[config.mk]
export PLATFORM = sky130hd
export DESIGN_NAME = pressure_series_packet_parser_core
export DESIGN_NICKNAME = d
export VERILOG_FILES = /design/src/rtl/core/pspp_pkg.sv /design/src/rtl/core/pressure_series_packet_parser_core.sv /design/src/rtl/core/pspp_parser.sv
export SDC_FILE = /design/constraint.sdc
export NUM_CORES = 2
export LEC_CHECK = 0
export BUFFER_PORTS_ARGS = -buffer_cell sky130_fd_sc_hd__buf_2
export CAP_MARGIN = 10
export CORE_MARGIN = 2
export CORE_UTILIZATION = 58
export CTS_CLUSTER_SIZE = 30
export DETAILED_ROUTE_END_ITERATION = 7
export GPL_TIMING_DRIVEN = 0
export PLACE_DENSITY = 0.78
export SLEW_MARGIN = 15
export SYNTH_ARGS = -nofsm -noshare
export SYNTH_HDL_FRONTEND = slang
export SYNTH_SLANG_ARGS = --single-unit
[constraint.sdc]
create_clock -name clk -period 9.9 [get_ports clk]
set_clock_uncertainty 0.05 [all_clocks]
set_input_delay 0.495 -clock clk [delete_from_list [all_inputs] [get_ports clk]]
set_output_delay 0.495 -clock clk [all_outputs]
set_load 0.03 [all_outputs]
[src/rtl/core/pspp_pkg.sv]
// Package for the pressure series packet parser core.
// Holds the channel payload types, the record type passed between stages,
// header offsets and register indexes. No dependencies.
`default_nettype none

package pspp_pkg;

    // Packet layout
    localparam int unsigned BYTE_W       = 8;
    localparam int unsigned OFFSET_W     = 12;
    localparam logic [OFFSET_W-1:0] FIRST_RECORD_BYTE = 12'd10;
    localparam logic [OFFSET_W-1:0] OFFSET_MAX        = 12'd4095;

    // Header byte offsets
    localparam logic [OFFSET_W-1:0] HDR_ID       = 12'd0;
    localparam logic [OFFSET_W-1:0] HDR_VER_LEN  = 12'd1;
    localparam logic [OFFSET_W-1:0] HDR_LEN_LO   = 12'd2;
    localparam logic [OFFSET_W-1:0] HDR_TIME_B3  = 12'd6;
    localparam logic [OFFSET_W-1:0] HDR_TIME_B2  = 12'd7;
    localparam logic [OFFSET_W-1:0] HDR_TIME_B1  = 12'd8;
    localparam logic [OFFSET_W-1:0] HDR_TIME_B0  = 12'd9;

    // Format version that carries a three-byte time count
    localparam logic [3:0] VERSION_LONG_TIME = 4'd1;

    // Configuration port
    localparam int unsigned CFG_INDEX_W = 2;
    localparam int unsigned CFG_DATA_W  = 32;
    localparam logic [CFG_INDEX_W-1:0] CFG_GAIN   = 2'd0;
    localparam logic [CFG_INDEX_W-1:0] CFG_OFFSET = 2'd1;

    // Input transaction
    typedef struct packed {
        logic [BYTE_W-1:0] packet_byte;
        logic              last_byte;
    } in_t;

    // Record handed from the parser to the scaling stage
    typedef struct packed {
        logic                status;
        logic [32:0]         time_seconds;
        logic [3:0]          phase;
        logic [19:0]         pressure_count;
        logic [OFFSET_W-1:0] record_offset;
        logic [3:0]          packet_number;
        logic [3:0]          format_version;
        logic                unknown_version;
    } rec_t;

    // Output transaction
    typedef struct packed {
        logic                status;
        logic [32:0]         time_seconds;
        logic [3:0]          phase;
        logic [19:0]         pressure_count;
        logic signed [47:0]  pressure_dbar;
        logic [OFFSET_W-1:0] record_offset;
        logic [3:0]          packet_number;
        logic [3:0]          format_version;
        logic                unknown_version;
    } out_t;

endpackage

`default_nettype wire

[src/rtl/core/pressure_series_packet_parser_core.sv]
// Pressure series packet parser, top level: configuration registers,
// record stage and pressure scaling stage. Depends on pspp_pkg and pspp_parser.
//
// Accepts one packet byte per cycle with no gaps while in_stall is low. A record
// result for the byte that completes it (or the packet's last byte, for a
// truncated record) passes through the record register and then the scaling
// register that holds the 20x32 multiply and offset subtract. Both output-side
// stages hold under out_stall and pass stall back to the input only when both are full.
// Write the gain and offset registers only while no bytes are in flight.
`default_nettype none

module pressure_series_packet_parser_core
    import pspp_pkg::*;
(
    input  wire logic                   clk,
    input  wire logic                   rst_n,
    input  wire logic                   cfg_write,
    input  wire logic [CFG_INDEX_W-1:0] cfg_index,
    input  wire logic [CFG_DATA_W-1:0]  cfg_data,
    input  wire logic                   in_valid,
    output logic                        in_stall,
    input  wire in_t                    in_data,
    output logic                        out_valid,
    input  wire logic                   out_stall,
    output out_t                        out_data
);

    logic [31:0]        count_gain_reg;
    logic signed [31:0] dbar_offset_reg;

    logic  in_accept;
    logic  s2_take;
    logic  rec_valid;
    rec_t  rec;

    logic  s1_valid_reg;
    rec_t  s1_rec_reg;
    logic  out_valid_reg;
    out_t  out_data_reg;

    logic [51:0] product;
    logic [43:0] scaled;
    logic signed [47:0] dbar;

    // Configuration registers
    always_ff @(posedge clk or negedge rst_n)
    begin
        if (!rst_n)
        begin
            count_gain_reg  <= '0;
            dbar_offset_reg <= '0;
        end
        else if (cfg_write)
        begin
            unique case (cfg_index)
                CFG_GAIN:   count_gain_reg  <= cfg_data;
                CFG_OFFSET: dbar_offset_reg <= cfg_data;
                default: ;
            endcase
        end
    end

    // Handshake: advance the pipe whenever the output slot frees up
    assign s2_take   = !out_valid_reg || !out_stall;
    assign in_stall  = s1_valid_reg && !s2_take;
    assign in_accept = in_valid && !in_stall;

    pspp_parser u_parser (
        .clk       (clk),
        .rst_n     (rst_n),
        .accept    (in_accept),
        .in_data   (in_data),
        .rec_valid (rec_valid),
        .rec       (rec)
    );

    // Record register
    always_ff @(posedge clk or negedge rst_n)
    begin
        if (!rst_n)
        begin
            s1_valid_reg <= 1'b0;
        end
        else if (!s1_valid_reg || s2_take)
        begin
            s1_valid_reg <= rec_valid;
        end
    end

    always_ff @(posedge clk)
    begin
        if (rec_valid)
        begin
            s1_rec_reg <= rec;
        end
    end

    // Scale: count * gain, drop 8 fraction bits, subtract offset
    assign product = {32'd0, s1_rec_reg.pressure_count} * {20'd0, count_gain_reg};
    assign scaled  = product[51:8];
    assign dbar    = signed'({4'd0, scaled}) - 48'(dbar_offset_reg);

    // Output register
    always_ff @(posedge clk or negedge rst_n)
    begin
        if (!rst_n)
        begin
            out_valid_reg <= 1'b0;
        end
        else if (s2_take)
        begin
            out_valid_reg <= s1_valid_reg;
        end
    end

    always_ff @(posedge clk)
    begin
        if (s2_take && s1_valid_reg)
        begin
            out_data_reg.status          <= s1_rec_reg.status;
            out_data_reg.time_seconds    <= s1_rec_reg.time_seconds;
            out_data_reg.phase           <= s1_rec_reg.phase;
            out_data_reg.pressure_count  <= s1_rec_reg.pressure_count;
            out_data_reg.pressure_dbar   <= dbar;
            out_data_reg.record_offset   <= s1_rec_reg.record_offset;
            out_data_reg.packet_number   <= s1_rec_reg.packet_number;
            out_data_reg.format_version  <= s1_rec_reg.format_version;
            out_data_reg.unknown_version <= s1_rec_reg.unknown_version;
        end
    end

    assign out_valid = out_valid_reg;
    assign out_data  = out_data_reg;

    // Input is held off only while both stages are full and blocked
    assert property (@(posedge clk) disable iff (!rst_n)
        in_stall |-> s1_valid_reg && out_valid_reg && out_stall)
        else $error("input stalled with room in the pipe");

    // A record produced by an accepted byte lands in the record register
    assert property (@(posedge clk) disable iff (!rst_n)
        in_accept && rec_valid |=> s1_valid_reg)
        else $error("record transaction lost");

    // Every result starts in the payload area
    assert property (@(posedge clk) disable iff (!rst_n)
        out_valid_reg |-> out_data_reg.record_offset >= FIRST_RECORD_BYTE)
        else $error("result with header offset");

endmodule

`default_nettype wire

[src/rtl/core/pspp_parser.sv]
// Byte-level packet parser: header capture and record assembly.
// Depends on pspp_pkg. Produces at most one record per accepted byte,
// combinationally from the current state and the incoming byte.
`default_nettype none

module pspp_parser
    import pspp_pkg::*;
(
    input  wire logic clk,
    input  wire logic rst_n,
    input  wire logic accept,
    input  wire in_t  in_data,
    output logic      rec_valid,
    output rec_t      rec
);

    // Byte slots of a record, counted as if the time count had three bytes
    localparam logic [2:0] SLOT_TIME_HI  = 3'd1;
    localparam logic [2:0] SLOT_TIME_MID = 3'd2;
    localparam logic [2:0] SLOT_TIME_LO  = 3'd3;
    localparam logic [2:0] SLOT_PRES_HI  = 3'd4;
    localparam logic [2:0] SLOT_PRES_MID = 3'd5;
    localparam logic [2:0] SLOT_PRES_LO  = 3'd6;

    logic [OFFSET_W-1:0] offset_reg, offset_next;
    logic [3:0]          id_reg, id_next;
    logic [3:0]          version_reg, version_next;
    logic [OFFSET_W-1:0] length_reg, length_next;
    logic [31:0]         base_reg, base_next;
    logic [2:0]          pos_reg, pos_next;
    logic [23:0]         tc_reg, tc_next;
    logic [23:0]         pb_reg, pb_next;
    logic [OFFSET_W-1:0] start_reg, start_next;

    logic       long_time;
    logic [2:0] slot;
    logic       open_new;
    logic       complete;
    logic [7:0] b;

    assign b         = in_data.packet_byte;
    assign long_time = (version_reg == VERSION_LONG_TIME);
    // Slot of this byte; a fresh record starts with position zero
    assign slot      = pos_reg + (long_time ? 3'd1 : 3'd2);
    assign open_new  = (pos_reg == 3'd0) && (offset_reg >= FIRST_RECORD_BYTE)
                       && (({1'b0, offset_reg} + 13'd1) < {1'b0, length_reg});

    // Next state and record assembly
    always_comb
    begin
        offset_next  = offset_reg;
        id_next      = id_reg;
        version_next = version_reg;
        length_next  = length_reg;
        base_next    = base_reg;
        pos_next     = pos_reg;
        tc_next      = tc_reg;
        pb_next      = pb_reg;
        start_next   = start_reg;
        complete     = 1'b0;

        if (pos_reg != 3'd0 || open_new)
        begin
            if (open_new)
            begin
                start_next = offset_reg;
                tc_next    = 24'd0;
                pb_next    = 24'd0;
            end
            // Drop the byte into its fixed place
            case (slot)
                SLOT_TIME_HI:  tc_next[23:16] = tc_next[23:16] | b;
                SLOT_TIME_MID: tc_next[15:8]  = tc_next[15:8]  | b;
                SLOT_TIME_LO:  tc_next[7:0]   = tc_next[7:0]   | b;
                SLOT_PRES_HI:  pb_next[23:16] = pb_next[23:16] | b;
                SLOT_PRES_MID: pb_next[15:8]  = pb_next[15:8]  | b;
                SLOT_PRES_LO:  pb_next[7:0]   = pb_next[7:0]   | b;
                default: ;
            endcase
            complete = (slot == SLOT_PRES_LO);
            pos_next = complete ? 3'd0 : pos_reg + 3'd1;
        end
        else if (offset_reg < FIRST_RECORD_BYTE)
        begin
            // Capture header fields
            unique case (offset_reg) inside
                HDR_ID:      id_next = b[3:0];
                HDR_VER_LEN:
                begin
                    version_next = b[7:4];
                    length_next  = {b[3:0], length_reg[7:0]};
                end
                HDR_LEN_LO:  length_next = {length_reg[11:8], b};
                HDR_TIME_B3: base_next[31:24] = b;
                HDR_TIME_B2: base_next[23:16] = b;
                HDR_TIME_B1: base_next[15:8]  = b;
                HDR_TIME_B0: base_next[7:0]   = b;
                default: ;
            endcase
        end

        rec_valid = accept && (complete || (in_data.last_byte && pos_next != 3'd0));

        rec.status          = !complete;
        rec.time_seconds    = {1'b0, base_next} + {9'd0, tc_next};
        rec.phase           = pb_next[23:20];
        rec.pressure_count  = pb_next[19:0];
        rec.record_offset   = start_next;
        rec.packet_number   = id_next;
        rec.format_version  = version_next;
        rec.unknown_version = (version_next > VERSION_LONG_TIME);

        // Packet end clears everything, otherwise advance the offset up to OFFSET_MAX
        if (in_data.last_byte)
        begin
            offset_next  = '0;
            id_next      = '0;
            version_next = '0;
            length_next  = '0;
            base_next    = '0;
            pos_next     = '0;
            tc_next      = '0;
            pb_next      = '0;
            start_next   = '0;
        end
        else if (offset_reg < OFFSET_MAX)
        begin
            offset_next = offset_reg + 12'd1;
        end
    end

    // Hold state until a transaction is accepted
    always_ff @(posedge clk or negedge rst_n)
    begin
        if (!rst_n)
        begin
            offset_reg  <= '0;
            id_reg      <= '0;
            version_reg <= '0;
            length_reg  <= '0;
            base_reg    <= '0;
            pos_reg     <= '0;
            tc_reg      <= '0;
            pb_reg      <= '0;
            start_reg   <= '0;
        end
        else if (accept)
        begin
            offset_reg  <= offset_next;
            id_reg      <= id_next;
            version_reg <= version_next;
            length_reg  <= length_next;
            base_reg    <= base_next;
            pos_reg     <= pos_next;
            tc_reg      <= tc_next;
            pb_reg      <= pb_next;
            start_reg   <= start_next;
        end
    end

    // An open record never reaches past its final slot
    assert property (@(posedge clk) disable iff (!rst_n)
        pos_reg < SLOT_PRES_LO)
        else $error("record position out of range");

    // A packet end leaves the parser at offset zero with no record open
    assert property (@(posedge clk) disable iff (!rst_n)
        accept && in_data.last_byte |=> offset_reg == '0 && pos_reg == 3'd0)
        else $error("state not cleared after packet end");

    // Records only start in the payload area
    assert property (@(posedge clk) disable iff (!rst_n)
        pos_reg != 3'd0 |-> start_reg >= FIRST_RECORD_BYTE)
        else $error("record opened inside header");

endmodule

`default_nettype wire
==> impl_metrics.env <==
export IMPL_use_met1_pct=38.5
export IMPL_via_count=29100
export IMPL_final_cells=4972
export IMPL_grt_pass1_vias=29800
export IMPL_nets=4894
export IMPL_fmax_mhz=105
export IMPL_endpoint_kind="flip-flop"
export IMPL_cts_buffers=43
export IMPL_cts_max_level=2
export IMPL_synth_cells=3803
export IMPL_arrival_ps=9830
export IMPL_drt_pass1_iter_count=6
export IMPL_syn_to_final_growth_pct=10.7
export IMPL_fillCellCount=5296
export IMPL_cpPeakStageDelay_ps=560
export IMPL_drive_gt1_share_pct=12.5
export IMPL_status="complete, no violations"
export IMPL_numPortBuffers=176
export IMPL_syn_nets=4636
export IMPL_die_x_microns=263
export IMPL_multi_input_area_sq_um=24900
export IMPL_holdWs_ps=104
export IMPL_slew_headroom_pct=25.4
export IMPL_placed_cells=4861
export IMPL_synthesis_area_sq_um=39000
export IMPL_pre_cts_slack_ps=-265
export IMPL_ys_async_sr_fraction_pct=48.6
export IMPL_grt_max_degree=98
export IMPL_top_usage_layer="met2"
export IMPL_initial_core_util_pct=58.3
export IMPL_crit_fanout=10
export IMPL_die_area_sq_um=69300
export IMPL_row_count=95
export IMPL_ys_ff_latch=397
export IMPL_viasPerCell=5.85
export IMPL_drtIter0Drc=2566
export IMPL_use_met3_pct=5.75
export IMPL_avgSynthCellArea_sq_um=10.3
export IMPL_clockBufferDepth=3
export IMPL_groute_layer_met2_usage_pct=51.5
export IMPL_core_sq_um=66900
export IMPL_holdCritPathClass="in -> reg"
export IMPL_synth_cell_types=82
export IMPL_root_buffer="clkbuf_16"
export IMPL_tightest_slew_ps=1120
export IMPL_fin_crit_ps=9560
export IMPL_yosysSeqAreaShare_pct=28.1
export IMPL_start_kind="flip-flop"
export IMPL_path_buf_inv=7
export IMPL_setup_viol=0
export IMPL_setup_ws_ps=339
export IMPL_synth_edf_count=204
export IMPL_cts_tree="yes"
export IMPL_final_cell_mix="inv_1 (671), fa_1 (538), nand2_1 (484)"
export IMPL_layout_commonest_cell="inv_1"
export IMPL_yosys_most_used_dff="edfxtp_1"
export IMPL_required_ps=10170
export IMPL_die_height_microns=263
export IMPL_grt_ovfl_total=0
export IMPL_clock_sinks=397
export IMPL_drcViolationCount=0
export IMPL_antenna_found_initial=5
export IMPL_utilization_pct=64.5
export IMPL_gp_congestion=1.00
export IMPL_maxCapViolCount=0
export IMPL_ant_nets=0
export IMPL_cp_top_family="adder cells"
export IMPL_post_route_period_util_pct=96.6
export IMPL_cp_common_cell="fa_1"
export IMPL_regArea_sq_um=11000
export IMPL_slew_violations=0
export IMPL_io_pins=177
export IMPL_insertion_delay_ps=610
export IMPL_path_clk_slew_ps=60
export IMPL_grt_usage_pct=31.3
export IMPL_ys_warn_count=0
export IMPL_grt_first_pass_wirelength_microns=166000
export IMPL_post_drt_wl_per_cell_microns=21.6
export IMPL_largest_reg_flops=125
export IMPL_drt_total_wl_microns=107000
export IMPL_cp_slowest_cell="fa_1"
export IMPL_hold_violations=0
export IMPL_dp_hpwl_microns=83000
export IMPL_path_class="reg -> reg"
path summary, 6_finish.rpt:
| path | start | endpoint | slack, ps | cells after the start |
|---|---|---|---|---|
| max in group asynchronous | rst_n | count_gain_reg[0] | 8300 | 3 |
| worst min register to register | s1_rec_reg[73] | out_data[121] | 360 | 0 |
| worst min-delay path | cfg_data[5] | count_gain_reg[5] | 100 | 2 |
| min in group asynchronous | rst_n | u_parser.tc_reg[16] | 440 | 2 |
| worst max-delay path | s1_rec_reg[30] | out_data[67] | 340 | 32 |
| worst max register to register | s1_rec_reg[30] | out_data[67] | 340 | 32 |
final cells by class:
type / instances / share of cell area, %
Multi-Input combinational cell: 2546 / 57.6
Sequential cell: 397 / 25.4
Inverter: 671 / 5.83
Timing Repair Buffer: 218 / 3.21
Clock buffer: 63 / 2.85
Tap cell: 873 / 2.53
Buffer: 184 / 1.93
Clock inverter: 17 / 0.617
Antenna cell: 3 / 0.0174
routing by layer:
layer  wire length [microns]  up-vias  share of wire, %
met1                   38700    14600                36
met4                    7290        0               6.8
met5                       0        -                 0
li1                        -    12600                 -
met3                    9360      388               8.7
met2                   52000     1447                48
per-stage QoR:
step                      cell area [sq um]  setup TNS (ps)
after global placement                41000          -58420
after detailed placement              41200           -1180
after floorplan                       39000               0
after CTS                             42800               0
after global routing                  43200           -34.4
final                                 43200               0
cells by family after synthesis:
family	Yosys count	share of synthesized area, %
flops	397	28.1
mux	113	3.24
simple gates	1000	12.7
xor+xnor	128	2.87
buf+inv	860	8.37
fa+ha+maj	785	35.5
compound gates	520	9.16
synthesized netlist by cell type (3+ instances only):
master	instances	area share [%]
a221oi_1	4	0.090
o31ai_1	4	0.077
fa_1	538	28
nand4_1	17	0.27
a22o_1	95	2.1
o21ai_1	21	0.27
nand3_1	36	0.46
nor3_1	16	0.21
nor2b_1	15	0.24
nor2_1	69	0.66
a21boi_1	3	0.058
edfxtp_1	204	16
o211ai_1	3	0.058
clkbuf_1	171	1.6
o21a_1	21	0.40
a32o_1	15	0.38
buf_4	3	0.058
xor2_1	52	1.2
a21oi_1	99	1.3
o2bb2ai_1	4	0.090
mux2i_1	7	0.18
o21ai_0	103	1.3
o211a_1	3	0.077
ha_1	247	7.9
o21bai_1	18	0.35
nand2_1	484	4.7
a31oi_1	11	0.18
a31o_2	3	0.067
nand2b_1	12	0.19
mux2_2	106	3.1
buf_2	7	0.090
a21boi_0	4	0.077
inv_1	671	6.5
a22oi_1	20	0.38
a211oi_1	5	0.096
and3_1	18	0.29
nor3b_1	4	0.077
and4_1	3	0.067
xnor2_1	76	1.7
and2_1	298	4.8
dfrtp_1	193	12
buf_1	6	0.058
a21o_1	62	1.2
worst register-to-register path, delay by kind of cell (launching register included):
kind / cells / cell delay [ps]
compound gates: 11 / 2530
fa+ha+maj: 9 / 4310
xor+xnor: 2 / 260
buf+inv: 7 / 850
flops: 1 / 540
simple gates: 3 / 770
timing repair:
item | CTS | global route
endpoints found under the hold margin | 96 | 0
setup endpoints to repair | 10 | 15
hold buffers | 1 | 0
resized for setup | 14 | 161
pin swaps | 0 | 4
setup buffers | 4 | 28
Power is left out: the tool's default activity adds up to more than one toggle a clock period on the data nets, which glitch-free logic cannot reach.
